<file path="src/rtl/sha1_pkg.sv">
// Package: types, constants and round helpers for the SHA-1 byte stream hasher.
`default_nettype none
package sha1_pkg;
    localparam int QueueDepth = 4;
    localparam int QueueAw = 2;

    typedef struct packed {
        logic [7:0] data_byte;
        logic       byte_present;
        logic       end_of_message;
    } in_item_t;

    typedef struct packed {
        logic [31:0] digest_word;
        logic [2:0]  word_number;
        logic        last_word;
    } out_item_t;

    // classified command between front and back
    typedef struct packed {
        logic [7:0] data_byte;
        logic       byte_present;
        logic       end_of_message;
    } cmd_t;

    localparam logic [31:0] H0 = 32'h67452301;
    localparam logic [31:0] H1 = 32'hEFCDAB89;
    localparam logic [31:0] H2 = 32'h98BADCFE;
    localparam logic [31:0] H3 = 32'h10325476;
    localparam logic [31:0] H4 = 32'hC3D2E1F0;

    function automatic logic [31:0] round_const(input logic [6:0] r);
        logic [31:0] k;
        begin
            if (r < 7'd20) k = 32'h5A827999;
            else if (r < 7'd40) k = 32'h6ED9EBA1;
            else if (r < 7'd60) k = 32'h8F1BBCDC;
            else k = 32'hCA62C1D6;
            return k;
        end
    endfunction

    function automatic logic [31:0] round_fn(input logic [6:0] r, input logic [31:0] b,
                                             input logic [31:0] c, input logic [31:0] d);
        logic [31:0] f;
        begin
            if (r < 7'd20) f = (b & c) | (~b & d);
            else if (r >= 7'd40 && r < 7'd60) f = (b & c) | (b & d) | (c & d);
            else f = b ^ c ^ d;
            return f;
        end
    endfunction
endpackage
`default_nettype wire

</file>
<file path="src/rtl/sha1_queue.sv">
// Module: short command queue between the front and the back.
`default_nettype none
module sha1_queue (
    input  wire logic          clk,
    input  wire logic          rst_n,
    input  wire logic          wr_valid,
    output logic               wr_ready,
    input  wire sha1_pkg::cmd_t wr_data,
    output logic               rd_valid,
    input  wire logic          rd_ready,
    output sha1_pkg::cmd_t     rd_data
);
    sha1_pkg::cmd_t mem_reg [sha1_pkg::QueueDepth];
    logic [sha1_pkg::QueueAw-1:0] wptr_reg, rptr_reg;
    logic [sha1_pkg::QueueAw:0]   cnt_reg;
    logic wr_en, rd_en;

    assign wr_ready = (cnt_reg != sha1_pkg::QueueAw'(0) + (sha1_pkg::QueueAw+1)'(sha1_pkg::QueueDepth));
    assign rd_valid = (cnt_reg != '0);
    assign rd_data  = mem_reg[rptr_reg];
    assign wr_en = wr_valid && wr_ready;
    assign rd_en = rd_valid && rd_ready;

    always_ff @(posedge clk)
    begin
        if (wr_en) mem_reg[wptr_reg] <= wr_data;
    end

    always_ff @(posedge clk or negedge rst_n)
    begin
        if (!rst_n)
        begin
            wptr_reg <= '0;
            rptr_reg <= '0;
            cnt_reg  <= '0;
        end
        else
        begin
            if (wr_en) wptr_reg <= wptr_reg + 1'b1;
            if (rd_en) rptr_reg <= rptr_reg + 1'b1;
            cnt_reg <= cnt_reg + (sha1_pkg::QueueAw+1)'(wr_en) - (sha1_pkg::QueueAw+1)'(rd_en);
        end
    end

    a_cnt_bound: assert property (@(posedge clk) disable iff (!rst_n)
        cnt_reg <= (sha1_pkg::QueueAw+1)'(sha1_pkg::QueueDepth)) else $error("queue overflow");
    a_empty: assert property (@(posedge clk) disable iff (!rst_n)
        (cnt_reg == '0) |-> (wptr_reg == rptr_reg)) else $error("pointer mismatch");
    a_full_no_write: assert property (@(posedge clk) disable iff (!rst_n)
        !wr_ready |=> cnt_reg == $past(cnt_reg) - (sha1_pkg::QueueAw+1)'($past(rd_en)))
        else $error("write when full");
endmodule
`default_nettype wire

</file>
<file path="src/rtl/sha1_core.sv">
// Module: back end; packs bytes, pads, runs 80 rounds and emits the digest.
`default_nettype none
module sha1_core (
    input  wire logic           clk,
    input  wire logic           rst_n,
    input  wire logic           cmd_valid,
    output logic                cmd_ready,
    input  wire sha1_pkg::cmd_t cmd,
    output logic                out_valid,
    input  wire logic           out_ready,
    output sha1_pkg::out_item_t out_data
);
    typedef enum logic [4:0] {
        S_IDLE  = 5'b00001,
        S_PAD   = 5'b00010,
        S_ROUND = 5'b00100,
        S_ADD   = 5'b01000,
        S_OUT   = 5'b10000
    } state_t;

    state_t state_reg, state_next;
    logic [31:0] h_reg [5];
    logic [31:0] a_reg, b_reg, c_reg, d_reg, e_reg;
    logic [31:0] w_reg [16];
    logic [5:0]  pos_reg;
    logic [63:0] len_reg;
    logic [6:0]  rnd_reg;
    logic        fin_reg;   // message end pending
    logic        two_reg;   // second padding block needed
    logic        lenw_reg;  // block holding the bit length has been loaded
    logic [2:0]  oidx_reg;

    logic [31:0] t_val, w_new, w_cur;
    logic [3:0]  bidx;
    logic [4:0]  bsh;
    logic [5:0]  pos_inc;

    assign w_cur = w_reg[0];
    assign w_new = {w_reg[13] ^ w_reg[8] ^ w_reg[2] ^ w_reg[0]};
    assign t_val = {a_reg[26:0], a_reg[31:27]} + sha1_pkg::round_fn(rnd_reg, b_reg, c_reg, d_reg)
                   + e_reg + sha1_pkg::round_const(rnd_reg) + w_cur;
    assign bidx = pos_reg[5:2];
    assign bsh  = 5'(5'd24 - {pos_reg[1:0], 3'b000});
    assign pos_inc = pos_reg + 6'd1;

    assign cmd_ready = (state_reg == S_IDLE);
    assign out_valid = (state_reg == S_OUT);
    assign out_data.digest_word = h_reg[oidx_reg];
    assign out_data.word_number = oidx_reg;
    assign out_data.last_word = (oidx_reg == 3'd4);

    always_comb
    begin
        state_next = state_reg;
        case (state_reg)
            S_IDLE:
                if (cmd_valid)
                begin
                    if (cmd.byte_present && pos_inc == 6'd0) state_next = S_ROUND;
                    else if (cmd.end_of_message) state_next = S_PAD;
                end
            S_PAD:   state_next = S_ROUND;
            S_ROUND: if (rnd_reg == 7'd79) state_next = S_ADD;
            S_ADD:   state_next = !fin_reg ? S_IDLE : (lenw_reg ? S_OUT : S_PAD);
            S_OUT:   if (out_ready && oidx_reg == 3'd4) state_next = S_IDLE;
            default: state_next = S_IDLE;
        endcase
    end

    always_ff @(posedge clk)
    begin
        case (state_reg)
            S_IDLE:
                if (cmd_valid && cmd.byte_present)
                begin
                    w_reg[bidx] <= (w_reg[bidx] & ~(32'hFF << bsh))
                                   | (32'(cmd.data_byte) << bsh);
                end
            S_PAD:
                if (!two_reg || pos_reg != 6'd0)
                begin
                    for (int i = 0; i < 16; i++)
                    begin
                        if (4'(i) > bidx) w_reg[i] <= '0;
                        else if (4'(i) == bidx)
                            w_reg[i] <= (w_reg[i] & ~(32'hFFFFFFFF >> (5'd24 - bsh)))
                                        | (32'h80 << bsh);
                    end
                    if (pos_reg < 6'd56)
                    begin
                        w_reg[14] <= len_reg[63:32];
                        w_reg[15] <= len_reg[31:0];
                    end
                end
                else
                begin
                    for (int i = 0; i < 14; i++) w_reg[i] <= '0;
                    w_reg[14] <= len_reg[63:32];
                    w_reg[15] <= len_reg[31:0];
                end
            S_ROUND:
            begin
                for (int i = 0; i < 15; i++) w_reg[i] <= w_reg[i+1];
                w_reg[15] <= {w_new[30:0], w_new[31]};
            end
            default: ;
        endcase
        if (state_reg == S_ROUND)
        begin
            a_reg <= t_val;
            b_reg <= a_reg;
            c_reg <= {b_reg[1:0], b_reg[31:2]};
            d_reg <= c_reg;
            e_reg <= d_reg;
        end
        else
        begin
            a_reg <= h_reg[0];
            b_reg <= h_reg[1];
            c_reg <= h_reg[2];
            d_reg <= h_reg[3];
            e_reg <= h_reg[4];
        end
    end

    always_ff @(posedge clk or negedge rst_n)
    begin
        if (!rst_n)
        begin
            state_reg <= S_IDLE;
            h_reg[0] <= sha1_pkg::H0;
            h_reg[1] <= sha1_pkg::H1;
            h_reg[2] <= sha1_pkg::H2;
            h_reg[3] <= sha1_pkg::H3;
            h_reg[4] <= sha1_pkg::H4;
            pos_reg <= '0;
            len_reg <= '0;
            rnd_reg <= '0;
            fin_reg <= 1'b0;
            two_reg <= 1'b0;
            lenw_reg <= 1'b0;
            oidx_reg <= '0;
        end
        else
        begin
            state_reg <= state_next;
            case (state_reg)
                S_IDLE:
                    if (cmd_valid)
                    begin
                        fin_reg <= cmd.end_of_message;
                        lenw_reg <= 1'b0;
                        rnd_reg <= '0;
                        if (cmd.byte_present)
                        begin
                            pos_reg <= pos_inc;
                            len_reg <= len_reg + 64'd8;
                        end
                        two_reg <= cmd.byte_present ? (pos_inc >= 6'd56)
                                                    : (pos_reg >= 6'd56);
                    end
                S_PAD:
                begin
                    // first pad pass with 56+ bytes: keep two_reg, mark done via pos
                    if (two_reg && pos_reg != 6'd0) pos_reg <= '0;
                    else
                    begin
                        two_reg <= 1'b0;
                        lenw_reg <= 1'b1;
                    end
                    rnd_reg <= '0;
                end
                S_ROUND: rnd_reg <= rnd_reg + 7'd1;
                S_ADD:
                begin
                    h_reg[0] <= h_reg[0] + a_reg;
                    h_reg[1] <= h_reg[1] + b_reg;
                    h_reg[2] <= h_reg[2] + c_reg;
                    h_reg[3] <= h_reg[3] + d_reg;
                    h_reg[4] <= h_reg[4] + e_reg;
                    rnd_reg <= '0;
                    oidx_reg <= '0;
                end
                S_OUT:
                    if (out_ready)
                    begin
                        oidx_reg <= oidx_reg + 3'd1;
                        if (oidx_reg == 3'd4)
                        begin
                            h_reg[0] <= sha1_pkg::H0;
                            h_reg[1] <= sha1_pkg::H1;
                            h_reg[2] <= sha1_pkg::H2;
                            h_reg[3] <= sha1_pkg::H3;
                            h_reg[4] <= sha1_pkg::H4;
                            pos_reg <= '0;
                            len_reg <= '0;
                            fin_reg <= 1'b0;
                            lenw_reg <= 1'b0;
                        end
                    end
                default: ;
            endcase
        end
    end

    a_onehot: assert property (@(posedge clk) disable iff (!rst_n)
        $onehot(state_reg)) else $error("state not one-hot");
    a_round_end: assert property (@(posedge clk) disable iff (!rst_n)
        (state_reg == S_ROUND && rnd_reg == 7'd79) |=> state_reg == S_ADD)
        else $error("round count");
    a_out_idx: assert property (@(posedge clk) disable iff (!rst_n)
        out_valid |-> oidx_reg <= 3'd4) else $error("word index");
endmodule
`default_nettype wire

</file>
<file path="src/rtl/sha1_byte_stream_hasher.sv">
// Top level: SHA-1 hasher fed one byte per transaction.
// Each transaction is queued (depth 4) and taken by the hash engine. A byte
// is taken while the engine is idle; the 64th byte of a block starts the 80
// rounds and the chaining update, during which the engine takes no bytes.
// End of message pads one or two blocks, each run through the rounds, then the five
// digest words leave one per transaction, most significant first.
`default_nettype none
module sha1_byte_stream_hasher (
    input  wire logic                clk,
    input  wire logic                rst_n,
    input  wire logic                in_valid,
    output logic                     in_ready,
    input  wire sha1_pkg::in_item_t  in_data,
    output logic                     out_valid,
    input  wire logic                out_ready,
    output sha1_pkg::out_item_t      out_data
);
    sha1_pkg::cmd_t q_in, q_out;
    logic q_valid, q_ready;

    assign q_in.data_byte      = in_data.data_byte;
    assign q_in.byte_present   = in_data.byte_present;
    assign q_in.end_of_message = in_data.end_of_message;

    sha1_queue u_queue (
        .clk(clk), .rst_n(rst_n),
        .wr_valid(in_valid), .wr_ready(in_ready), .wr_data(q_in),
        .rd_valid(q_valid), .rd_ready(q_ready), .rd_data(q_out)
    );

    sha1_core u_core (
        .clk(clk), .rst_n(rst_n),
        .cmd_valid(q_valid), .cmd_ready(q_ready), .cmd(q_out),
        .out_valid(out_valid), .out_ready(out_ready), .out_data(out_data)
    );
endmodule
`default_nettype wire

</file>
<file path="config.mk">
export PLATFORM = sky130hd
export DESIGN_NAME = sha1_byte_stream_hasher
export DESIGN_NICKNAME = d
export VERILOG_FILES = /design/src/rtl/sha1_pkg.sv /design/src/rtl/sha1_queue.sv /design/src/rtl/sha1_core.sv /design/src/rtl/sha1_byte_stream_hasher.sv
export SDC_FILE = /design/constraint.sdc
export NUM_CORES = 2
export LEC_CHECK = 0
export BUFFER_PORTS_ARGS = -buffer_cell sky130_fd_sc_hd__buf_4
export CAP_MARGIN = 20
export CORE_MARGIN = 1.5
export CORE_UTILIZATION = 55
export DETAILED_ROUTE_END_ITERATION = 10
export GPL_TIMING_DRIVEN = 0
export HOLD_SLACK_MARGIN = 0.12
export PLACE_DENSITY = 0.71
export SLEW_MARGIN = 25
export SYNTH_ARGS = -nofsm -noshare
export SYNTH_HDL_FRONTEND = slang
export SYNTH_SLANG_ARGS = --single-unit
</file>
<file path="constraint.sdc">
create_clock -name clk -period 6.7 [get_ports clk]
set_input_delay 0.335 -clock clk [delete_from_list [all_inputs] [get_ports clk]]
set_output_delay 0.335 -clock clk [all_outputs]
set_load 0.005 [all_outputs]
</file>
==> impl_metrics.prom <==
# TYPE chip_impl_metric gauge
chip_impl_metric{name="clkLatencyLatePin",unit="ns"} 0.75
chip_impl_metric{name="depth_of_the_cts_h_tree",unit=""} 3
chip_impl_metric{name="avgRoutedWirePerCell",unit="µm"} 32.0
chip_impl_metric{name="gp_congestion",unit=""} 1.05
chip_impl_metric{name="clkSinkCount",unit=""} 964
chip_impl_info{name="critical_path_class",value="reg2reg"} 1
chip_impl_metric{name="layout.nets",unit=""} 6977
chip_impl_info{name="worstHoldPathType",value="in2async"} 1
chip_impl_metric{name="grt_start_max_net_pins",unit=""} 80
chip_impl_metric{name="final-setup-viol-count",unit=""} 0
chip_impl_metric{name="synthesis.yosys.warnings",unit=""} 0
chip_impl_metric{name="drv.max_cap_violation_count",unit=""} 0
chip_impl_metric{name="maxSlewHeadroom",unit=""} 0.156
chip_impl_metric{name="syn_to_final_growth",unit="%"} 11.2
chip_impl_metric{name="vias_in_the_first_global_route",unit=""} 52800
chip_impl_metric{name="gr-usage-all-layers",unit=""} 0.465
chip_impl_metric{name="pre_cts_slack",unit="ns"} -1.57
chip_impl_metric{name="yosysUniqueCellTypes",unit=""} 85
chip_impl_metric{name="synth_cells",unit=""} 6404
chip_impl_metric{name="routed_via_density",unit=""} 6.73
chip_impl_metric{name="die_height",unit="µm"} 332
chip_impl_info{name="cts-root-buf",value="sky130_fd_sc_hd__clkbuf_16"} 1
chip_impl_metric{name="syn_nets",unit=""} 6778
chip_impl_metric{name="route.final.wire_length",unit="mm"} 259
chip_impl_info{name="tritoncts",value="yes"} 1
chip_impl_info{name="yosys.area.top_type",value="sky130_fd_sc_hd__edfxtp_1"} 1
chip_impl_metric{name="max_slew_violation_total_from_the_final_report",unit=""} 0
chip_impl_metric{name="async_flop_share",unit=""} 0.261
chip_impl_metric{name="number_of_vias_in_the_routed_layout",unit=""} 54600
chip_impl_metric{name="synth_area_per_cell",unit="µm²"} 9.28
chip_impl_metric{name="finalCritPeriodShare",unit=""} 0.964
chip_impl_info{name="most_common_library_cell_in_the_layout_ignoring_fill_and_taps",value="sky130_fd_sc_hd__nand2_1"} 1
chip_impl_metric{name="final_layout_fill_cell_count",unit=""} 9190
chip_impl_metric{name="design.die.area",unit="µm²"} 110000
chip_impl_metric{name="wire_length_of_the_first_global_routing_pass",unit="mm"} 368
chip_impl_metric{name="fin_tns_setup",unit="ns"} 0
chip_impl_metric{name="hold_slack",unit="ns"} 0.217
chip_impl_metric{name="num_rows",unit=""} 120
chip_impl_metric{name="synth_enable_flop_cells",unit=""} 296
chip_impl_metric{name="start_util",unit=""} 0.555
chip_impl_metric{name="highest_clock_frequency_the_design_can_meet",unit="MHz"} 155
chip_impl_metric{name="grt.overflow.total",unit=""} 0
chip_impl_metric{name="hpwl",unit="mm"} 206
chip_impl_metric{name="final_hold_vios",unit=""} 0
chip_impl_metric{name="skew",unit="ns"} 0.0319
chip_impl_metric{name="reg2regPathDepth",unit=""} 20
chip_impl_metric{name="synthDominantCellAreaShare",unit=""} 0.150
chip_impl_metric{name="drive_above_1_share",unit=""} 0.102
chip_impl_metric{name="worst_slack",unit="ns"} 0.239
chip_impl_metric{name="drt_first_iter_violations",unit=""} 7030
chip_impl_metric{name="cts_inserted_buffers",unit=""} 109
chip_impl_info{name="post_synth_main_area_contributors",value="sky130_fd_sc_hd__edfxtp_1 (15%), sky130_fd_sc_hd__dfxtp_1 (14%), sky130_fd_sc_hd__mux4_2 (7.6%), sky130_fd_sc_hd__dfrtp_1 (7.2%), sky130_fd_sc_hd__nand2_1 (5.7%)"} 1
chip_impl_metric{name="port_buffers",unit=""} 51
chip_impl_metric{name="layout_min_cycle_time",unit="ns"} 6.46
chip_impl_info{name="critical-path-slowest-cell",value="sky130_fd_sc_hd__fa_1"} 1
chip_impl_metric{name="tightest_pin_transition",unit="ns"} 1.27
chip_impl_metric{name="synth.yosys.seq_area_share",unit=""} 0.398
chip_impl_metric{name="syn-cell-area",unit="µm²"} 59400
chip_impl_metric{name="drt-pass1-iter-count",unit=""} 7
chip_impl_info{name="outcome",value="finished clean"} 1
chip_impl_metric{name="cts_buffer_depth",unit=""} 3
chip_impl_metric{name="timing.critical_path.slowest_cell_delay",unit="ns"} 0.55
chip_impl_info{name="timing.critical_path.to_type",value="register"} 1
chip_impl_info{name="synth_flop_cell",value="sky130_fd_sc_hd__dfxtp_1"} 1
chip_impl_metric{name="pin_count",unit=""} 52
chip_impl_metric{name="path_clk_slew",unit="ns"} 0.06
chip_impl_metric{name="worst-endpoint-required",unit="ns"} 7.29
chip_impl_metric{name="overall_die_width",unit="µm"} 332
chip_impl_metric{name="synth-seq-cells",unit=""} 964
chip_impl_metric{name="core_area",unit="µm²"} 107000
chip_impl_metric{name="route.antenna.remaining_nets",unit=""} 0
chip_impl_metric{name="number_of_flip_flops_in_the_largest_register",unit=""} 512
chip_impl_info{name="start_kind",value="register"} 1
chip_impl_metric{name="number_of_antenna_violations_at_the_first_check_in_global_routing",unit=""} 7
chip_impl_info{name="path_cells",value="o21ai_0 > nand2_2 > inv_1 > nor2_1 > fa_1 > fa_1 > inv_1 > fa_1 > inv_1 > ha_1 > nand3_1 > nor3_1 > nand2_1 > a211oi_1 > a221o_1 > o41a_1 > a31oi_2 > o21ai_0 > xnor2_1 > o21ai_0"} 1
chip_impl_metric{name="crit_path_max_fanout",unit=""} 11
chip_impl_metric{name="crit_arrival",unit="ns"} 7.05
chip_impl_metric{name="drcViolationCount",unit=""} 0
chip_impl_info{name="mostFrequentLayoutCells",value="sky130_fd_sc_hd__nand2_1 (898), sky130_fd_sc_hd__o21ai_0 (619), sky130_fd_sc_hd__nor2_1 (520)"} 1
chip_impl_info{name="rsz0062_at_grt",value="no"} 1
[cells by family after synthesis]
kind of cell,Yosys count,synth area share
buffers and inverters,681,0.0437
flip-flops,964,0.398
XOR/XNOR,313,0.0461
multiplexers,215,0.0787
AND/OR/NAND/NOR,1925,0.140
adder cells (fa/ha/maj),360,0.0916
AO/OA/AOI/OAI,1946,0.202
[worst paths after layout]
| kind | from | to | slack (ns) |
|---|---|---|---|
| max | u_core.rnd_reg[2]$_DFFE_PN0P_ | u_core.a_reg[30]$_DFF_P_ | 0.24 |
| max in group asynchronous | rst_n | u_core.h_reg[134]$_DFFE_PN0P_ | 5.36 |
| min in group clk | in_data[2] | u_queue.mem_reg[2][2]$_DFFE_PP_ | 0.34 |
| min | rst_n | u_core.h_reg[67]$_DFFE_PN1P_ | 0.22 |
| max reg2reg | u_core.rnd_reg[2]$_DFFE_PN0P_ | u_core.a_reg[30]$_DFF_P_ | 0.24 |
| min reg2reg | u_core.a_reg[26]$_DFF_P_ | u_core.b_reg[26]$_DFF_P_ | 0.48 |
[what timing repair did]
action,in CTS,in global routing
setup endpoints to repair,24,9
pin swaps,3,3
gates resized for setup,31,6
hold endpoints to repair,204,0
buffers inserted,4,4
hold buffers,14,0
[Yosys cell counts (all sizes together) (9+ instances only)]
library cell / number
nor2: 521
inv: 274
clkbuf: 339
nand4: 22
a211oi: 30
xnor2: 174
o21bai: 19
a21o: 102
dfrtp: 171
mux4: 201
edfxtp: 296
a222oi: 24
nor3: 86
and2: 16
o22a: 10
nand2: 900
a31oi: 47
ha: 235
o21ai: 640
xor2: 139
a21oi: 505
o211ai: 23
dfxtp: 416
a32oi: 9
a22o: 9
nand2b: 43
nand3: 114
and3: 40
o22ai: 17
and4: 11
fa: 125
a22oi: 281
o21a: 28
a221oi: 65
or3: 67
buf: 64
a2111oi: 23
dfstp: 81
a211o: 11
o31ai: 25
or2: 36
nor2b: 51
o221ai: 25
[layout make-up]
| cell class | instances | area, µm² | share of cell area |
|---|---|---|---|
| Sequential cell | 964 | 23600 | 0.357 |
| Clock inverter | 59 | 763 | 0.0115 |
| Timing Repair Buffer | 92 | 907 | 0.0137 |
| Tap cell | 1403 | 1760 | 0.0266 |
| Inverter | 277 | 1040 | 0.0158 |
| Clock buffer | 149 | 3060 | 0.0463 |
| Antenna cell | 7 | 17.5 | 0.000265 |
| Buffer | 400 | 1610 | 0.0244 |
| Multi-Input combinational cell | 4759 | 33300 | 0.504 |
[worst max-delay path, delay by kind of cell, from the launching register on]
kind	cells	cell delay, ns
AND/OR/NAND/NOR	5	1.81
AO/OA/AOI/OAI	7	1.57
buffers and inverters	3	0.41
XOR/XNOR	1	0.15
flip-flops	1	0.50
adder cells (fa/ha/maj)	4	1.89
[per-layer routing]
metal  vias to the layer above  share of wire  track usage  wire length, µm
li1                      23600              -            -                -
met5                         -        0.00019            0               48
met4                         8           0.11        0.432            29100
met2                      3379           0.44        0.722           115000
met3                      1046          0.099        0.109            25700
met1                     26600           0.34        0.531            89200
[stage by stage]
step / instance area, µm² / std cells / util
global placement: 61600 / 7858 / 0.575
finish: 66100 / 8110 / 0.618
detailed placement: 62000 / 7875 / 0.579
CTS: 66000 / 8099 / 0.617
global route: 66100 / 8103 / 0.617
floorplan: 59400 / 6404 / -
Power is not shown: default switching activity piles up to over one toggle a cycle in this logic, so the estimate is an artifact.
